**src/hw/rtl/fat12_pkg.sv**
```systemverilog
// ----------------------------------------------------------------------------
// FAT12 cluster chain engine package
// Shared types, codes and helpers for the allocation table engine.
// ----------------------------------------------------------------------------
`default_nettype none

package fat12_pkg;

    localparam int TableEntriesDefault = 4096;
    localparam logic [11:0] EndMark  = 12'hFF8;
    localparam logic [11:0] BadMark  = 12'hFF7;
    localparam logic [12:0] LimitReset = 13'd4096;

    typedef enum logic [2:0] {
        FN_READ  = 3'd0,
        FN_WRITE = 3'd1,
        FN_ALLOC = 3'd2,
        FN_FREE  = 3'd3,
        FN_SEEK  = 3'd4,
        FN_TAIL  = 3'd5,
        FN_RUN   = 3'd6,
        FN_NONE  = 3'd7
    } func_t;

    typedef enum logic [2:0] {
        ST_OK    = 3'd0,
        ST_FULL  = 3'd1,
        ST_LIMIT = 3'd2,
        ST_BAD   = 3'd3,
        ST_WP    = 3'd4
    } status_t;

    typedef enum logic [1:0] {
        K_LINK = 2'd0,
        K_END  = 2'd1,
        K_BAD  = 2'd2
    } kind_t;

    localparam logic [0:0] RegLimit = 1'b0;
    localparam logic [0:0] RegWen   = 1'b1;

    typedef struct packed {
        logic        wr;
        logic [11:0] addr;
        logic [11:0] data;
        logic        rd;
    } mem_req_t;

    function automatic kind_t kind_of(input logic [11:0] v, input logic [12:0] entries);
        kind_t k;
        if (v == 12'd0 || v >= EndMark)
            k = K_END;
        else if (v >= 12'd2 && v < BadMark && {1'b0, v} < entries)
            k = K_LINK;
        else
            k = K_BAD;
        return k;
    endfunction

endpackage

`default_nettype wire

```
**src/hw/rtl/fat12_ctrl.sv**
```systemverilog
// ----------------------------------------------------------------------------
// FAT12 operation sequencer
// Runs one operation at a time as read-modify-write steps on the table.
// ----------------------------------------------------------------------------
`default_nettype none

module fat12_ctrl #(
    parameter int TABLE_ENTRIES = fat12_pkg::TableEntriesDefault
) (
    input  wire logic                clk,
    input  wire logic                rst_n,
    input  wire logic                in_valid,
    output logic                     in_ready,
    input  wire logic [2:0]          in_func,
    input  wire logic [11:0]         in_cluster,
    input  wire logic [11:0]         in_value,
    input  wire logic [11:0]         in_count,
    output logic                     out_valid,
    input  wire logic                out_ready,
    output logic [2:0]               out_status,
    output logic [11:0]              out_cluster,
    output logic [11:0]              out_value,
    output logic [12:0]              out_count,
    input  wire logic [12:0]         limit,
    input  wire logic                wen,
    output fat12_pkg::mem_req_t      req,
    input  wire logic [11:0]         rdata
);

    localparam logic [12:0] Entries = 13'(TABLE_ENTRIES);

    typedef enum logic [6:0] {
        S_IDLE   = 7'b0000001,
        S_ISSUE  = 7'b0000010,
        S_WAIT   = 7'b0000100,
        S_ALLOC  = 7'b0001000,
        S_LINK   = 7'b0010000,
        S_APPEND = 7'b0100000,
        S_DONE   = 7'b1000000
    } state_t;

    state_t      state_reg, state_next;
    logic [2:0]  func_reg, func_next;
    logic [11:0] cl_reg, cl_next;
    logic [11:0] val_reg, val_next;
    logic [11:0] cnt_reg, cnt_next;
    logic [11:0] tail_reg, tail_next;
    logic [11:0] prev_reg, prev_next;
    logic [12:0] steps_reg, steps_next;
    logic [12:0] top_reg, top_next;
    logic [2:0]  st_reg, st_next;
    logic [11:0] clo_reg, clo_next;
    logic [11:0] vo_reg, vo_next;
    logic [12:0] co_reg, co_next;
    logic        ov_reg, ov_next;

    fat12_pkg::kind_t kcl, krd;
    logic [12:0] top_c;

    assign kcl = fat12_pkg::kind_of(cl_reg, Entries);
    assign krd = fat12_pkg::kind_of(rdata, Entries);
    assign in_ready = (state_reg == S_IDLE) && !ov_reg;
    assign out_valid = ov_reg;
    assign out_status = st_reg;
    assign out_cluster = clo_reg;
    assign out_value = vo_reg;
    assign out_count = co_reg;

    always_comb
    begin
        top_c = limit;
        if (top_c > Entries)
            top_c = Entries;
        if (top_c > {1'b0, fat12_pkg::BadMark})
            top_c = {1'b0, fat12_pkg::BadMark};
    end

    always_comb
    begin
        state_next = state_reg;
        func_next = func_reg;
        cl_next = cl_reg;
        val_next = val_reg;
        cnt_next = cnt_reg;
        tail_next = tail_reg;
        prev_next = prev_reg;
        steps_next = steps_reg;
        top_next = top_reg;
        st_next = st_reg;
        clo_next = clo_reg;
        vo_next = vo_reg;
        co_next = co_reg;
        ov_next = ov_reg;
        req = '0;
        if (ov_reg && out_ready)
            ov_next = 1'b0;
        case (state_reg)
            S_IDLE:
            begin
                if (in_valid && in_ready)
                begin
                    func_next = in_func;
                    cl_next = in_cluster;
                    val_next = in_value;
                    cnt_next = in_count;
                    tail_next = in_cluster;
                    prev_next = 12'd0;
                    steps_next = 13'd0;
                    top_next = top_c;
                    st_next = fat12_pkg::ST_OK;
                    clo_next = 12'd0;
                    vo_next = 12'd0;
                    co_next = 13'd0;
                    state_next = S_ISSUE;
                end
            end
            S_ISSUE:
            begin
                state_next = S_WAIT;
                case (func_reg)
                    fat12_pkg::FN_READ, fat12_pkg::FN_WRITE:
                    begin
                        if (!wen && func_reg == fat12_pkg::FN_WRITE)
                        begin
                            st_next = fat12_pkg::ST_WP;
                            state_next = S_DONE;
                        end
                        else if ({1'b0, cl_reg} >= Entries)
                        begin
                            st_next = fat12_pkg::ST_BAD;
                            state_next = S_DONE;
                        end
                        else
                        begin
                            clo_next = cl_reg;
                            req.addr = cl_reg;
                            req.data = val_reg;
                            req.wr = (func_reg == fat12_pkg::FN_WRITE);
                            req.rd = (func_reg == fat12_pkg::FN_READ);
                            state_next = req.wr ? S_DONE : S_WAIT;
                        end
                    end
                    fat12_pkg::FN_ALLOC:
                    begin
                        if (!wen)
                        begin
                            st_next = fat12_pkg::ST_WP;
                            state_next = S_DONE;
                        end
                        else if (tail_reg != 12'd0 && kcl != fat12_pkg::K_LINK)
                        begin
                            st_next = fat12_pkg::ST_BAD;
                            state_next = S_DONE;
                        end
                        else
                        begin
                            cl_next = 12'd2;
                            state_next = S_ALLOC;
                        end
                    end
                    fat12_pkg::FN_FREE, fat12_pkg::FN_TAIL:
                    begin
                        if (!wen && func_reg == fat12_pkg::FN_FREE)
                        begin
                            st_next = fat12_pkg::ST_WP;
                            state_next = S_DONE;
                        end
                        else
                        begin
                            co_next = steps_reg;
                            clo_next = prev_reg;
                            if (kcl == fat12_pkg::K_END)
                                state_next = S_DONE;
                            else if (kcl == fat12_pkg::K_BAD)
                            begin
                                st_next = fat12_pkg::ST_BAD;
                                state_next = S_DONE;
                            end
                            else if (steps_reg >= Entries)
                            begin
                                st_next = fat12_pkg::ST_LIMIT;
                                state_next = S_DONE;
                            end
                            else
                            begin
                                req.rd = 1'b1;
                                req.addr = cl_reg;
                            end
                        end
                    end
                    fat12_pkg::FN_SEEK:
                    begin
                        clo_next = cl_reg;
                        co_next = steps_reg;
                        if (steps_reg >= {1'b0, cnt_reg})
                            state_next = S_DONE;
                        else if (steps_reg >= Entries)
                        begin
                            st_next = fat12_pkg::ST_LIMIT;
                            state_next = S_DONE;
                        end
                        else if (kcl != fat12_pkg::K_LINK)
                        begin
                            if (kcl == fat12_pkg::K_BAD)
                                st_next = fat12_pkg::ST_BAD;
                            state_next = S_DONE;
                        end
                        else
                        begin
                            req.rd = 1'b1;
                            req.addr = cl_reg;
                        end
                    end
                    fat12_pkg::FN_RUN:
                    begin
                        clo_next = cl_reg;
                        if (steps_reg == 13'd0)
                        begin
                            if (kcl == fat12_pkg::K_BAD)
                            begin
                                st_next = fat12_pkg::ST_BAD;
                                state_next = S_DONE;
                            end
                            else if (kcl != fat12_pkg::K_LINK || cnt_reg == 12'd0)
                                state_next = S_DONE;
                            else
                            begin
                                steps_next = 13'd1;
                                co_next = 13'd1;
                                state_next = S_ISSUE;
                            end
                        end
                        else
                        begin
                            co_next = steps_reg;
                            if (steps_reg >= {1'b0, cnt_reg})
                                state_next = S_DONE;
                            else
                            begin
                                req.rd = 1'b1;
                                req.addr = cl_reg;
                            end
                        end
                    end
                    default:
                    begin
                        state_next = S_DONE;
                    end
                endcase
            end
            S_WAIT:
            begin
                state_next = S_ISSUE;
                case (func_reg)
                    fat12_pkg::FN_READ:
                    begin
                        vo_next = rdata;
                        state_next = S_DONE;
                    end
                    fat12_pkg::FN_FREE:
                    begin
                        req.wr = 1'b1;
                        req.addr = cl_reg;
                        req.data = 12'd0;
                        cl_next = rdata;
                        steps_next = steps_reg + 13'd1;
                    end
                    fat12_pkg::FN_TAIL:
                    begin
                        prev_next = cl_reg;
                        cl_next = rdata;
                        steps_next = steps_reg + 13'd1;
                    end
                    fat12_pkg::FN_SEEK:
                    begin
                        cl_next = rdata;
                        steps_next = steps_reg + 13'd1;
                    end
                    fat12_pkg::FN_RUN:
                    begin
                        if (rdata != cl_reg + 12'd1 || krd != fat12_pkg::K_LINK)
                            state_next = S_DONE;
                        else
                        begin
                            cl_next = rdata;
                            clo_next = rdata;
                            steps_next = steps_reg + 13'd1;
                            co_next = steps_reg + 13'd1;
                        end
                    end
                    default:
                    begin
                        state_next = S_DONE;
                    end
                endcase
            end
            S_ALLOC:
            begin
                if ({1'b0, cl_reg} >= top_reg)
                begin
                    st_next = fat12_pkg::ST_FULL;
                    state_next = S_DONE;
                end
                else
                begin
                    req.rd = 1'b1;
                    req.addr = cl_reg;
                    state_next = S_LINK;
                end
            end
            S_LINK:
            begin
                if (rdata == 12'd0)
                begin
                    req.wr = 1'b1;
                    req.addr = cl_reg;
                    req.data = fat12_pkg::EndMark;
                    clo_next = cl_reg;
                    state_next = (tail_reg != 12'd0) ? S_APPEND : S_DONE;
                end
                else
                begin
                    cl_next = cl_reg + 12'd1;
                    state_next = (cl_reg == 12'hFFF) ? S_DONE : S_ALLOC;
                    if (cl_reg == 12'hFFF)
                        st_next = fat12_pkg::ST_FULL;
                end
            end
            S_APPEND:
            begin
                req.wr = 1'b1;
                req.addr = tail_reg;
                req.data = clo_reg;
                state_next = S_DONE;
            end
            S_DONE:
            begin
                if (!ov_reg)
                begin
                    ov_next = 1'b1;
                    state_next = S_IDLE;
                end
            end
            default:
            begin
                state_next = S_IDLE;
            end
        endcase
    end

    always_ff @(posedge clk or negedge rst_n)
    begin
        if (!rst_n)
        begin
            state_reg <= S_IDLE;
            ov_reg <= 1'b0;
        end
        else
        begin
            state_reg <= state_next;
            ov_reg <= ov_next;
        end
    end

    always_ff @(posedge clk)
    begin
        func_reg <= func_next;
        cl_reg <= cl_next;
        val_reg <= val_next;
        cnt_reg <= cnt_next;
        tail_reg <= tail_next;
        prev_reg <= prev_next;
        steps_reg <= steps_next;
        top_reg <= top_next;
        st_reg <= st_next;
        clo_reg <= clo_next;
        vo_reg <= vo_next;
        co_reg <= co_next;
    end

    a_ready_idle: assert property (@(posedge clk) disable iff (!rst_n)
        in_ready |-> (state_reg == S_IDLE)) else $error("ready outside idle");
    a_no_overwrite: assert property (@(posedge clk) disable iff (!rst_n)
        (ov_reg && !out_ready) |=> ov_reg) else $error("result dropped");
    a_one_access: assert property (@(posedge clk) disable iff (!rst_n)
        !(req.wr && req.rd)) else $error("read and write together");
    a_steps_bound: assert property (@(posedge clk) disable iff (!rst_n)
        steps_reg <= Entries + 13'd1 || state_reg == S_IDLE) else $error("walk overran");

endmodule

`default_nettype wire

```
**config.mk**
```make
export PLATFORM = sky130hd
export DESIGN_NAME = fat12_ctrl
export DESIGN_NICKNAME = d
export VERILOG_FILES = /design/src/hw/rtl/fat12_pkg.sv /design/src/hw/rtl/fat12_ctrl.sv
export SDC_FILE = /design/constraint.sdc
export NUM_CORES = 1
export LEC_CHECK = 0
export BUFFER_PORTS_ARGS = -buffer_cell sky130_fd_sc_hd__buf_2
export CELL_PAD_IN_SITES_DETAIL_PLACEMENT = 1
export CELL_PAD_IN_SITES_GLOBAL_PLACEMENT = 1
export CORE_MARGIN = 2
export CORE_UTILIZATION = 44
export DETAILED_ROUTE_END_ITERATION = 6
export GPL_ROUTABILITY_DRIVEN = 0
export PLACE_DENSITY = 0.8
export SLEW_MARGIN = 20
export SYNTH_ARGS = -nofsm -noshare
export SYNTH_HDL_FRONTEND = slang
export SYNTH_SLANG_ARGS = --single-unit
export TNS_END_PERCENT = 5
```
**constraint.sdc**
```tcl
create_clock -name clk -period 4.94 [get_ports clk]
set_input_delay 0.741 -clock clk [delete_from_list [all_inputs] [get_ports clk]]
set_output_delay 0.741 -clock clk [all_outputs]
set_load 0.02 [all_outputs]
```
==> impl_metrics.toml <==
[route]
num_vias = 6625
drt-total-wl_um = 24200
viasPerCell = 6.24
dr.pass1.iters = 5
avgRoutedWirePerCell_um = 22.8
antenna_left = 0
first_iter_violations = 515
post-route-drc-count = 0

[clock_tree]
worstSkewPairLatency_ns = 0.44
path_clk_slew_ns = 0.06
cts_tree = "done"
cts_buffers = 17
cts-root-buf = "clkbuf_16"
cts_hold_buf = 0
postCtsSetupRepairBufs = 0
clock_path_buffers = 2
cts_resized = 0
clock_sinks = 137
htreeDepth = 4

[setup_path]
path_cells = "and4_1 -> nand3_1 -> o22ai_1 -> a21boi_0 -> a211oi_1 -> o311ai_1 -> buf_4 -> a22o_1 -> buf_2"
crit_type = "register to output pin"
endpoint_kind = "output pin"
r2r_slack_ns = 1.16
critPathRequiredTime_ns = 4.20
cp-start-kind = "register"
cp_data_arrival_time_ns = 3.38
cp_max_fo = 12
max_stage_delay_ns = 0.69
critical-path-slowest-cell = "edfxtp_1"

[power_and_ir_drop]
power_leakage_nw = 3.75
ir_worst_vdd_mv = 0.298
power.density_mw_per_mm2 = 633

[timing]
setup_viol = 0
maxSlewViolCount = 0
max_slew_margin = 0.266
skew_ns = 0.00799
worst_slack_ns = 0.824
post-route-period-util = 0.833
tns_ns = 0
grt_setup_unrepaired = "no"
fmax_mhz = 243
finalHoldViolations = 0
min_period_ns = 4.12
worst_pin_slew_ns = 1.10

[placed_design]
dp_hpwl_um = 17900
preCtsSetupSlack_ns = 1.25
io_buffers = 136

[global_route]
grt_max_degree = 35
antenna_found_initial = 0
overflow = 0
grt_util_all_layers = 0.266
grt_pass1_vias = 6730
grt_pass1_wl_um = 37000

[min_path]
min_path_type = "input pin to asynchronous set/reset pin"

[synthesis]
synth_nets = 793
syn_inst = 696
synth_edf_count = 129
syn_area_mm2 = 0.00767
ys_types = 65
synth_area_per_cell_um2 = 11.0
yosys.area.top_type_share = 0.505
postSynth.topFlopCell = "edfxtp_1"
async_flop_share = 0.0584
synthesis.yosys.warnings = 0
ys_ff_latch = 137
synthTopCellsByArea = "edfxtp_1, ha_1, a221o_1, nand2_1, dfrtp_1"
yosysTopAreaCell = "edfxtp_1"
ys_seq_area_frac = 0.531

[floorplan]
dieArea_mm2 = 0.0185
initial_utilization = 0.446
rows = 48
die_h_um = 136
io_pins = 137
core_area_mm2 = 0.0172
die_w_um = 136

[finish]
nets = 920
antenna_cells = 0
drive_above_1_share = 0.248
area_growth_pct = 19.3

[job]
cap_violations = 0

[run_status]
status = "complete, no violations"
## critical path: cells and delay by family, from the launching register on
kind	cells	cell delay (ns)
flops	1	0.69
compound gates	5	1.24
simple gates	2	0.60
buf+inv	2	0.40
## power breakdown
group	switching (mW)	total [mW]	internal [mW]
logic	1.38	2.13	0.745
clock network	0.527	1.23	0.699
registers	0.505	2.43	1.93
total	2.42	5.79	3.37
## cell usage in the layout (no fill, tap or decap), drive strengths merged, types with 9 or more instances in the layout
cell	instances
buf	151
edfxtp	129
nand2	47
nor2	43
inv	43
o21ai	35
a21oi	29
a221o	28
ha	28
nand3	24
and2	24
clkbuf	17
nor4	16
a22o	15
xnor2	15
and3	13
or2	13
xor2	13
a211oi	11
nor3	11
a21o	9
nand4	9
## worst paths after layout
kind                                   from        endpoint  cells after the start
worst min register to register  prev_reg[0]  out_cluster[0]                      1
min in group clk                in_count[0]      cnt_reg[0]                      1
worst max-delay path              cl_reg[4]         req[21]                      9
max in group asynchronous             rst_n    state_reg[0]                      1
worst max register to register    cl_reg[1]    steps_reg[3]                      9
worst min-delay path                  rst_n       out_valid                      1
## synth_stat cells, types with 15 or more instances
| library cell | number |
|---|---|
| ha_1 | 28 |
| inv_1 | 36 |
| and2_1 | 23 |
| nor2_1 | 43 |
| a221o_1 | 28 |
| a22o_1 | 15 |
| clkbuf_1 | 32 |
| xnor2_1 | 15 |
| nand2_1 | 47 |
| o21ai_0 | 34 |
| nand3_1 | 24 |
| nor4_1 | 15 |
| a21oi_1 | 29 |
| edfxtp_1 | 129 |
## area by class of cell
class / instances / area [um2]
timing repair buffer: 151 / 793
sequential: 137 / 4080
tap: 225 / 282
inverter: 37 / 139
clock inverter: 15 / 136
fill: 1939 / 8030
multi-input combinational: 479 / 3290
clock buffer: 17 / 425
## metal layers
metal | routed length (um) | track usage | up-vias
li1 | - | - | 2930
met2 | 12000 | 0.448 | 343
met1 | 9750 | 0.334 | 3286
met3 | 1650 | 0.0507 | 66
met4 | 784 | 0.113 | 0
met5 | 0 | 0 | -
## cells by family (layout without fill, tap and decap cells)
kind of cell	count (synthesis)	in the layout	share of synthesized area
muxes	2	2	0.00261
DFF	137	137	0.531
buffers and inverters	80	220	0.0410
AOI/OAI and AO/OA	180	180	0.170
and+or+nand+nor	239	239	0.173
xor gates and xnor gates	29	29	0.0351
adders and majority gates	28	28	0.0457
other	1	1	0.000489
## through the flow
stage / utilization / total power [mW] / area [um2] / hold WS [ns] / cells
after floorplan: - / 3.68 / 7670 / 0.445 / 696
after global placement: 0.499 / 4.39 / 8570 / 0.534 / 1029
after detailed placement: 0.499 / 4.54 / 8580 / 0.539 / 1029
after CTS: 0.532 / 5.78 / 9140 / 0.143 / 1061
after global routing: 0.532 / 6.09 / 9140 / 0.151 / 1061
final: 0.532 / 5.79 / 9140 / 0.146 / 1061
Note: power is estimated with default switching activity, not from simulation.
